===== src/hdl/dspq_pkg.sv =====
package dspq_pkg;

   localparam logic [1:0] OP_INSERT = 2'd0;
   localparam logic [1:0] OP_REMOVE = 2'd1;
   localparam logic [1:0] OP_PEEK   = 2'd2;

   localparam int VALUE_WIDTH     = 32;
   localparam int OCCUPANCY_WIDTH = 5;

   typedef struct packed {
      logic load_ins;   // latch value, index <= count
      logic load_head;  // index <= 0
      logic clr_result;
      logic rd_head;    // read slot 0
      logic rd_prev;    // read slot index-1
      logic rd_next;    // read slot index+1
      logic wr_up;      // slot index <= read data, index--
      logic wr_down;    // slot index <= read data, index++
      logic wr_val;     // slot index <= latched value
      logic take_head;  // result <= read data
      logic cnt_inc;
      logic cnt_dec;
   } dp_cmd_type;

   typedef struct packed {
      logic full;
      logic empty;
      logic at_zero;    // index == 0
      logic at_last;    // index == count-1
      logic ge;         // read data >= latched value, signed
   } dp_status_type;

endpackage


===== src/hdl/dspq_datapath.sv =====
module dspq_datapath #(
   parameter int CAPACITY = 16
) (
   input  logic                                       clock,
   input  logic                                       reset,
   input  dspq_pkg::dp_cmd_type                       cmd,
   output dspq_pkg::dp_status_type                    status,
   input  logic signed [dspq_pkg::VALUE_WIDTH-1:0]    req_value,
   output logic signed [dspq_pkg::VALUE_WIDTH-1:0]    result_value,
   output logic [dspq_pkg::OCCUPANCY_WIDTH-1:0]       occupancy
);

   localparam int AW = (CAPACITY > 1) ? $clog2(CAPACITY) : 1;
   localparam int CW = $clog2(CAPACITY + 1);
   localparam logic [CW-1:0] CAP_COUNT = CW'(CAPACITY);

   logic [dspq_pkg::VALUE_WIDTH-1:0] mem [CAPACITY];

   logic [CW-1:0]                         count_ff, count_in;
   logic [AW-1:0]                         idx_ff, idx_in;
   logic signed [dspq_pkg::VALUE_WIDTH-1:0] val_ff;
   logic signed [dspq_pkg::VALUE_WIDTH-1:0] rdata_ff;
   logic signed [dspq_pkg::VALUE_WIDTH-1:0] result_ff;
   logic [AW-1:0]                         raddr;
   logic                                  rd_en;
   logic                                  wr_en;
   logic [dspq_pkg::VALUE_WIDTH-1:0]      wdata;

   always_comb begin
      raddr = '0;
      if (cmd.rd_prev) begin
         raddr = idx_ff - AW'(1);
      end else if (cmd.rd_next) begin
         raddr = idx_ff + AW'(1);
      end
      rd_en = cmd.rd_head | cmd.rd_prev | cmd.rd_next;
      wr_en = cmd.wr_up | cmd.wr_down | cmd.wr_val;
      wdata = cmd.wr_val ? val_ff : rdata_ff;
   end

   always_comb begin
      idx_in = idx_ff;
      if (cmd.load_ins) begin
         idx_in = count_ff[AW-1:0];
      end else if (cmd.load_head) begin
         idx_in = '0;
      end else if (cmd.wr_up) begin
         idx_in = idx_ff - AW'(1);
      end else if (cmd.wr_down) begin
         idx_in = idx_ff + AW'(1);
      end
      count_in = count_ff;
      if (cmd.cnt_inc) begin
         count_in = count_ff + CW'(1);
      end else if (cmd.cnt_dec) begin
         count_in = count_ff - CW'(1);
      end
   end

   always_ff @(posedge clock) begin
      if (reset) begin
         count_ff <= '0;
      end else begin
         count_ff <= count_in;
      end
   end

   always_ff @(posedge clock) begin
      idx_ff <= idx_in;
      if (cmd.load_ins) begin
         val_ff <= req_value;
      end
      if (cmd.clr_result) begin
         result_ff <= '0;
      end else if (cmd.take_head) begin
         result_ff <= rdata_ff;
      end
   end

   always_ff @(posedge clock) begin
      if (wr_en) begin
         mem[idx_ff] <= wdata;
      end
      if (rd_en) begin
         rdata_ff <= mem[raddr];
      end
   end

   always_comb begin
      status.full    = (count_ff == CAP_COUNT);
      status.empty   = (count_ff == '0);
      status.at_zero = (idx_ff == '0);
      status.at_last = ((CW'(idx_ff) + CW'(1)) == count_ff);
      status.ge      = (rdata_ff >= val_ff);
   end

   assign result_value = result_ff;
   assign occupancy    = dspq_pkg::OCCUPANCY_WIDTH'(count_ff);

endmodule


===== src/hdl/dspq_ctrl.sv =====
module dspq_ctrl (
   input  logic                    clock,
   input  logic                    reset,
   input  logic                    start,
   input  logic [1:0]              req_operation,
   output logic                    busy,
   output dspq_pkg::dp_cmd_type    cmd,
   input  dspq_pkg::dp_status_type status,
   output logic                    rsp_valid,
   output logic                    rsp_was_empty,
   output logic                    rsp_overflowed
);

   typedef enum logic [2:0] {
      IDLE,
      INS_CHECK,
      INS_CMP,
      HEAD,
      REM_SHIFT,
      REM_CHECK
   } state_type;

   state_type state_ff, state_in;
   logic      peek_ff, peek_in;
   logic      valid_in, empty_in, over_in;
   logic      accept;

   assign accept = start & ~busy;
   assign busy   = (state_ff != IDLE);

   always_comb begin
      cmd      = '0;
      state_in = state_ff;
      peek_in  = peek_ff;
      valid_in = 1'b0;
      empty_in = 1'b0;
      over_in  = 1'b0;
      unique case (state_ff)
         IDLE: begin
            if (accept) begin
               cmd.clr_result = 1'b1;
               priority if (req_operation == dspq_pkg::OP_INSERT) begin
                  if (status.full) begin
                     valid_in = 1'b1;
                     over_in  = 1'b1;
                  end else begin
                     cmd.load_ins = 1'b1;
                     state_in     = INS_CHECK;
                  end
               end else if (req_operation == dspq_pkg::OP_REMOVE ||
                            req_operation == dspq_pkg::OP_PEEK) begin
                  if (status.empty) begin
                     valid_in = 1'b1;
                     empty_in = 1'b1;
                  end else begin
                     cmd.load_head = 1'b1;
                     cmd.rd_head   = 1'b1;
                     peek_in       = (req_operation == dspq_pkg::OP_PEEK);
                     state_in      = HEAD;
                  end
               end else begin
                  valid_in = 1'b1;
               end
            end
         end
         INS_CHECK: begin
            if (status.at_zero) begin
               cmd.wr_val  = 1'b1;
               cmd.cnt_inc = 1'b1;
               valid_in    = 1'b1;
               state_in    = IDLE;
            end else begin
               cmd.rd_prev = 1'b1;
               state_in    = INS_CMP;
            end
         end
         INS_CMP: begin
            if (status.ge) begin
               cmd.wr_val  = 1'b1;
               cmd.cnt_inc = 1'b1;
               valid_in    = 1'b1;
               state_in    = IDLE;
            end else begin
               cmd.wr_up = 1'b1;
               state_in  = INS_CHECK;
            end
         end
         HEAD: begin
            cmd.take_head = 1'b1;
            if (peek_ff) begin
               valid_in = 1'b1;
               state_in = IDLE;
            end else if (status.at_last) begin
               cmd.cnt_dec = 1'b1;
               valid_in    = 1'b1;
               state_in    = IDLE;
            end else begin
               cmd.rd_next = 1'b1;
               state_in    = REM_SHIFT;
            end
         end
         REM_SHIFT: begin
            cmd.wr_down = 1'b1;
            state_in    = REM_CHECK;
         end
         REM_CHECK: begin
            if (status.at_last) begin
               cmd.cnt_dec = 1'b1;
               valid_in    = 1'b1;
               state_in    = IDLE;
            end else begin
               cmd.rd_next = 1'b1;
               state_in    = REM_SHIFT;
            end
         end
         default: begin
            state_in = IDLE;
         end
      endcase
   end

   always_ff @(posedge clock) begin
      if (reset) begin
         state_ff       <= IDLE;
         peek_ff        <= 1'b0;
         rsp_valid      <= 1'b0;
         rsp_was_empty  <= 1'b0;
         rsp_overflowed <= 1'b0;
      end else begin
         state_ff       <= state_in;
         peek_ff        <= peek_in;
         rsp_valid      <= valid_in;
         rsp_was_empty  <= empty_in;
         rsp_overflowed <= over_in;
      end
   end

endmodule


===== src/hdl/descending_sorted_priority_queue.sv =====
// Sorted priority queue of signed 32-bit values, largest first.
// Request: pulse start with req_operation (insert, remove, peek) and req_value
// while busy is low; the request is taken at that clock edge.
// Response: rsp_valid is high for one cycle with rsp_result_value,
// rsp_was_empty, rsp_overflowed and rsp_occupancy (count after the request).
// Equal values leave in arrival order.
// Steps after the accept edge:
//   dropped insert, empty remove/peek, unused code: answered from IDLE
//   peek: the head is read, then answered from HEAD
//   insert: from the tail, each stored value smaller than the new one is
//     read and moved one slot toward the tail; then the new value is written
//   remove: the head is taken, then each later entry moves one slot toward the head
// The values live in a single-port-write, registered-read memory; every entry
// moved takes a read and then a write.
// busy falls in the strobe cycle, so a new request may be taken then.
// Only one request is in flight at a time.
// Reset empties the queue at once; memory contents are not cleared.
// The receiver cannot stall; each response is shown once.
module descending_sorted_priority_queue #(
   parameter int CAPACITY = 16
) (
   input  logic                 clock,
   input  logic                 reset,
   input  logic                 start,
   output logic                 busy,
   input  logic [1:0]           req_operation,
   input  logic signed [31:0]   req_value,
   output logic                 rsp_valid,
   output logic signed [31:0]   rsp_result_value,
   output logic                 rsp_was_empty,
   output logic                 rsp_overflowed,
   output logic [4:0]           rsp_occupancy
);

   dspq_pkg::dp_cmd_type    cmd;
   dspq_pkg::dp_status_type status;

   dspq_ctrl u_ctrl (
      .clock          (clock),
      .reset          (reset),
      .start          (start),
      .req_operation  (req_operation),
      .busy           (busy),
      .cmd            (cmd),
      .status         (status),
      .rsp_valid      (rsp_valid),
      .rsp_was_empty  (rsp_was_empty),
      .rsp_overflowed (rsp_overflowed)
   );

   dspq_datapath #(
      .CAPACITY (CAPACITY)
   ) u_datapath (
      .clock        (clock),
      .reset        (reset),
      .cmd          (cmd),
      .status       (status),
      .req_value    (req_value),
      .result_value (rsp_result_value),
      .occupancy    (rsp_occupancy)
   );

   localparam logic [4:0] CAP_OCC = 5'(CAPACITY);

   a_overflow_full: assert property (@(posedge clock) disable iff (reset)
      rsp_valid && rsp_overflowed |-> rsp_occupancy == CAP_OCC && rsp_result_value == 0)
      else $error("overflow reported with queue not full");

   a_empty_zero: assert property (@(posedge clock) disable iff (reset)
      rsp_valid && rsp_was_empty |-> rsp_occupancy == 5'd0 && rsp_result_value == 0)
      else $error("empty reported with entries stored or nonzero result");

   a_flags_exclusive: assert property (@(posedge clock) disable iff (reset)
      rsp_valid |-> !(rsp_was_empty && rsp_overflowed))
      else $error("empty and overflow flagged together");

   a_accept_progress: assert property (@(posedge clock) disable iff (reset)
      start && !busy |=> busy || rsp_valid)
      else $error("accepted request neither busy nor answered");

endmodule

===== config.mk =====
export PLATFORM = sky130hd
export DESIGN_NAME = descending_sorted_priority_queue
export DESIGN_NICKNAME = d
export VERILOG_FILES = /design/src/hdl/dspq_pkg.sv /design/src/hdl/dspq_datapath.sv /design/src/hdl/dspq_ctrl.sv /design/src/hdl/descending_sorted_priority_queue.sv
export SDC_FILE = /design/constraint.sdc
export NUM_CORES = 1
export LEC_CHECK = 0
export ABC_AREA = 1
export BUFFER_PORTS_ARGS = -buffer_cell sky130_fd_sc_hd__buf_2
export CAP_MARGIN = 20
export CELL_PAD_IN_SITES_DETAIL_PLACEMENT = 0
export CELL_PAD_IN_SITES_GLOBAL_PLACEMENT = 1
export CORE_UTILIZATION = 46
export DETAILED_ROUTE_END_ITERATION = 7
export PLACE_DENSITY = 0.72
export SLEW_MARGIN = 20
export SYNTH_ARGS = -nofsm -noshare
export SYNTH_HDL_FRONTEND = slang
export SYNTH_HIERARCHICAL = 1
export SYNTH_SLANG_ARGS = --single-unit

===== constraint.sdc =====
create_clock -name clock -period 4.5 [get_ports clock]
set_input_delay 0.675 -clock clock [delete_from_list [all_inputs] [get_ports clock]]
set_output_delay 0.675 -clock clock [all_outputs]
set_load 0.005 [all_outputs]

==> results.sh <==
export IMPL_core_um2=56280
export IMPL_cts_htree_levels=3
export IMPL_worst_endpoint_required_ns=4.77
export IMPL_grt_pass1_vias=16350
export IMPL_power_total_mw=20.33
export IMPL_grt_ovfl_total=0
export IMPL_slew_headroom=0.2435
export IMPL_dp_slack_ns=0.2833
export IMPL_layout_drive_gt1_share=0.1310
export IMPL_cts_hold_repair_buffers=0
export IMPL_synth_edf_count=580
export IMPL_layout_common_cells="edfxtp_1 (580), nand2_1 (330), o211ai_1 (256), inv_1 (200), a21oi_1 (181)"
export IMPL_grt_antenna_before_repair=2
export IMPL_grt_usage=0.2371
export IMPL_layout_min_cycle_time_ns=4.206
export IMPL_synth_nets=2203
export IMPL_tightest_slew_ns=1.129
export IMPL_io_pin_count=78
export IMPL_grt_max_degree=130
export IMPL_fp_dieArea_um2=57790
export IMPL_synth_cells=2123
export IMPL_crit_type="reg -> reg"
export IMPL_cp_end_kind="flip-flop"
export IMPL_drc=0
export IMPL_clock_path_buffers=3
export IMPL_seq_area_frac_synth=0.6999
export IMPL_layout_commonest_cell="edfxtp_1"
export IMPL_max_freq_mhz=237.8
export IMPL_hp_class="in -> reg"
export IMPL_nets=2294
export IMPL_synth_top_area_frac=0.6662
export IMPL_dr_pass1_iters=5
export IMPL_tns_ns=0
export IMPL_fin_skew_ns=0.02661
export IMPL_core_rowCount=87
export IMPL_rsz0062_at_grt="no"
export IMPL_vias_per_cell=5.611
export IMPL_yosys_area_top_type="edfxtp_1"
export IMPL_power_density_nw_per_um2=676.9
export IMPL_yosysWarningCount=6
export IMPL_die_width_um=240.4
export IMPL_crit_arrival_ns=4.48
export IMPL_regToRegSetupSlack_ns=0.29
export IMPL_synthesis_area_um2=26140
export IMPL_outcome="completed"
export IMPL_dp_hpwl_mm=38.54
export IMPL_ys_flop_type="edfxtp_1"
export IMPL_postSynthAreaPerCell_um2=12.31
export IMPL_insertedDiodeCount=0
export IMPL_die_y_um=240.4
export IMPL_crit_fanout=32
export IMPL_hold_viol=0
export IMPL_finalMaxSlewViolations=0
export IMPL_synth_area_top_cells="edfxtp_1 (67%), o211ai_1 (7.4%), nand2_1 (4.7%), a21oi_1 (3.5%), dfxtp_1 (3.4%)"
export IMPL_synthArstFlopShare=0
export IMPL_power_leakage_nw=10.90
export IMPL_setup_viol=0
export IMPL_cts_sink_count=624
export IMPL_ant_nets=0
export IMPL_dr_total_vias=16970
export IMPL_finalCritPeriodShare=0.9347
export IMPL_io_buffer_count=77
export IMPL_clk_pin_slew_ns=0.06
export IMPL_maxCapViolCount=0
export IMPL_wl_per_cell_um=22.17
export IMPL_cp_start_kind="flip-flop"
export IMPL_peakVddDrop_mv=0.5173
export IMPL_cts_setup_buffers=0
export IMPL_drt_iter0_drc=1395
export IMPL_ys_types=38
export IMPL_start_util=0.4646
export IMPL_place_congestion=0.8307
export IMPL_clk_latency_ns=0.61
export IMPL_syn_to_final_growth_pct=14.87
export IMPL_root_buffer="clkbuf_16"
export IMPL_cts_buffers=70
export IMPL_final_fill_count=4760
export IMPL_synth_seq_cells=624
export IMPL_cts_tree="done"
export IMPL_hold_slack_ns=0.2409
export IMPL_grt_pass1_wl_mm=101.1
export IMPL_post_cts_resized=0
export IMPL_drt_total_wl_mm=67.05
export IMPL_fin_ws_ns=0.2939
area by class of cell:
cell class / count / area [um^2] / share of cell area
clock buffer: 85 / 1903 / 0.06337
sequential: 624 / 18300 / 0.6093
timing repair buffer: 157 / 1174 / 0.03908
multi-input combinational: 1151 / 6525 / 0.2173
clock inverter: 41 / 392.9 / 0.01308
tap: 756 / 945.9 / 0.03150
inverter: 210 / 793.3 / 0.02641
cell families after synthesis:
| kind of cell | count (synthesis) | share of synthesized area |
|---|---|---|
| and+or+nand+nor | 479 | 0.07523 |
| DFF | 624 | 0.6999 |
| adders and majority gates | 43 | 0.02087 |
| buffers and inverters | 348 | 0.05652 |
| AOI/OAI and AO/OA | 621 | 0.1445 |
| xor gates and xnor gates | 8 | 0.002967 |
Yosys cell counts, types with 2 or more instances:
library cell,instances
edfxtp_1,580
nand2_1,330
o211ai_1,256
inv_1,201
a21oi_1,181
o21ai_0,168
nand3_1,85
buf_2,69
clkbuf_1,44
dfxtp_1,44
ha_1,42
nor2_1,40
buf_4,22
inv_2,8
nor3_1,8
o21ai_1,8
nand4_1,6
xor2_1,5
nor2_2,3
clkbuf_2,2
o21a_1,2
o22ai_2,2
xnor2_1,2
critical path, stage by stage (launching register included):
cell and delay, ns:
edfxtp_1 0.54, ha_1 0.34, nand4_1 0.08, nor3_1 0.44, and3_1 0.28, nand4_1 0.19, nand3_1 0.21, nor2_1 0.07
buf_4 0.15, nor3_1 0.67, inv_1 0.18, nand2_1 0.34, nor2_4 0.03, buf_4 0.32
report_power, final:
group	internal, mW	total (mW)	switching (mW)
Clock	3.41	5.68	2.27
Combinational	1.80	6.47	4.67
Sequential	7.89	8.18	0.289
path summary, 6_finish.rpt:
check / startpoint / to / cells after the start
max: u_datapath/rdata_ff[24] / u_datapath/mem[10][25] / 13
min: req_value[13] / u_datapath/val_ff[13] / 1
max reg2reg: u_datapath/rdata_ff[24] / u_datapath/mem[10][25] / 13
min reg2reg: u_datapath/result_value[14] / u_datapath/result_value[14] / 2
routing by layer:
layer,wire length [um],track usage,vias up
li1,-,-,7929
met1,30220,0.3408,8375
met2,30950,0.3713,584
met3,4654,0.03617,79
met4,1223,0.07315,0
met5,0,0,-
sequential cells by signal, indices dropped and copies added (netlist names):
register and count:
u_ctrl/rsp_overflowed 1, u_datapath/mem 512, u_ctrl/rsp_valid 1, u_datapath/rdata_ff 32
u_datapath/occupancy 5, u_ctrl/state_ff 3, u_ctrl/rsp_was_empty 1, u_datapath/result_value 32
u_ctrl/peek_ff 1, u_datapath/idx_ff 4, u_datapath/val_ff 32
through the flow:
| stage | util | std cells | instance area, um^2 |
|---|---|---|---|
| 2_1_floorplan | - | 2123 | 26140 |
| 3_3_place_gp | 0.4928 | 2898 | 27740 |
| 3_5_place_dp | 0.4928 | 2898 | 27740 |
| 4_1_cts | 0.5336 | 3024 | 30030 |
| 5_1_grt | 0.5336 | 3024 | 30030 |
| 6_report | 0.5336 | 3024 | 30030 |
Power figures use the tool's default switching activity.
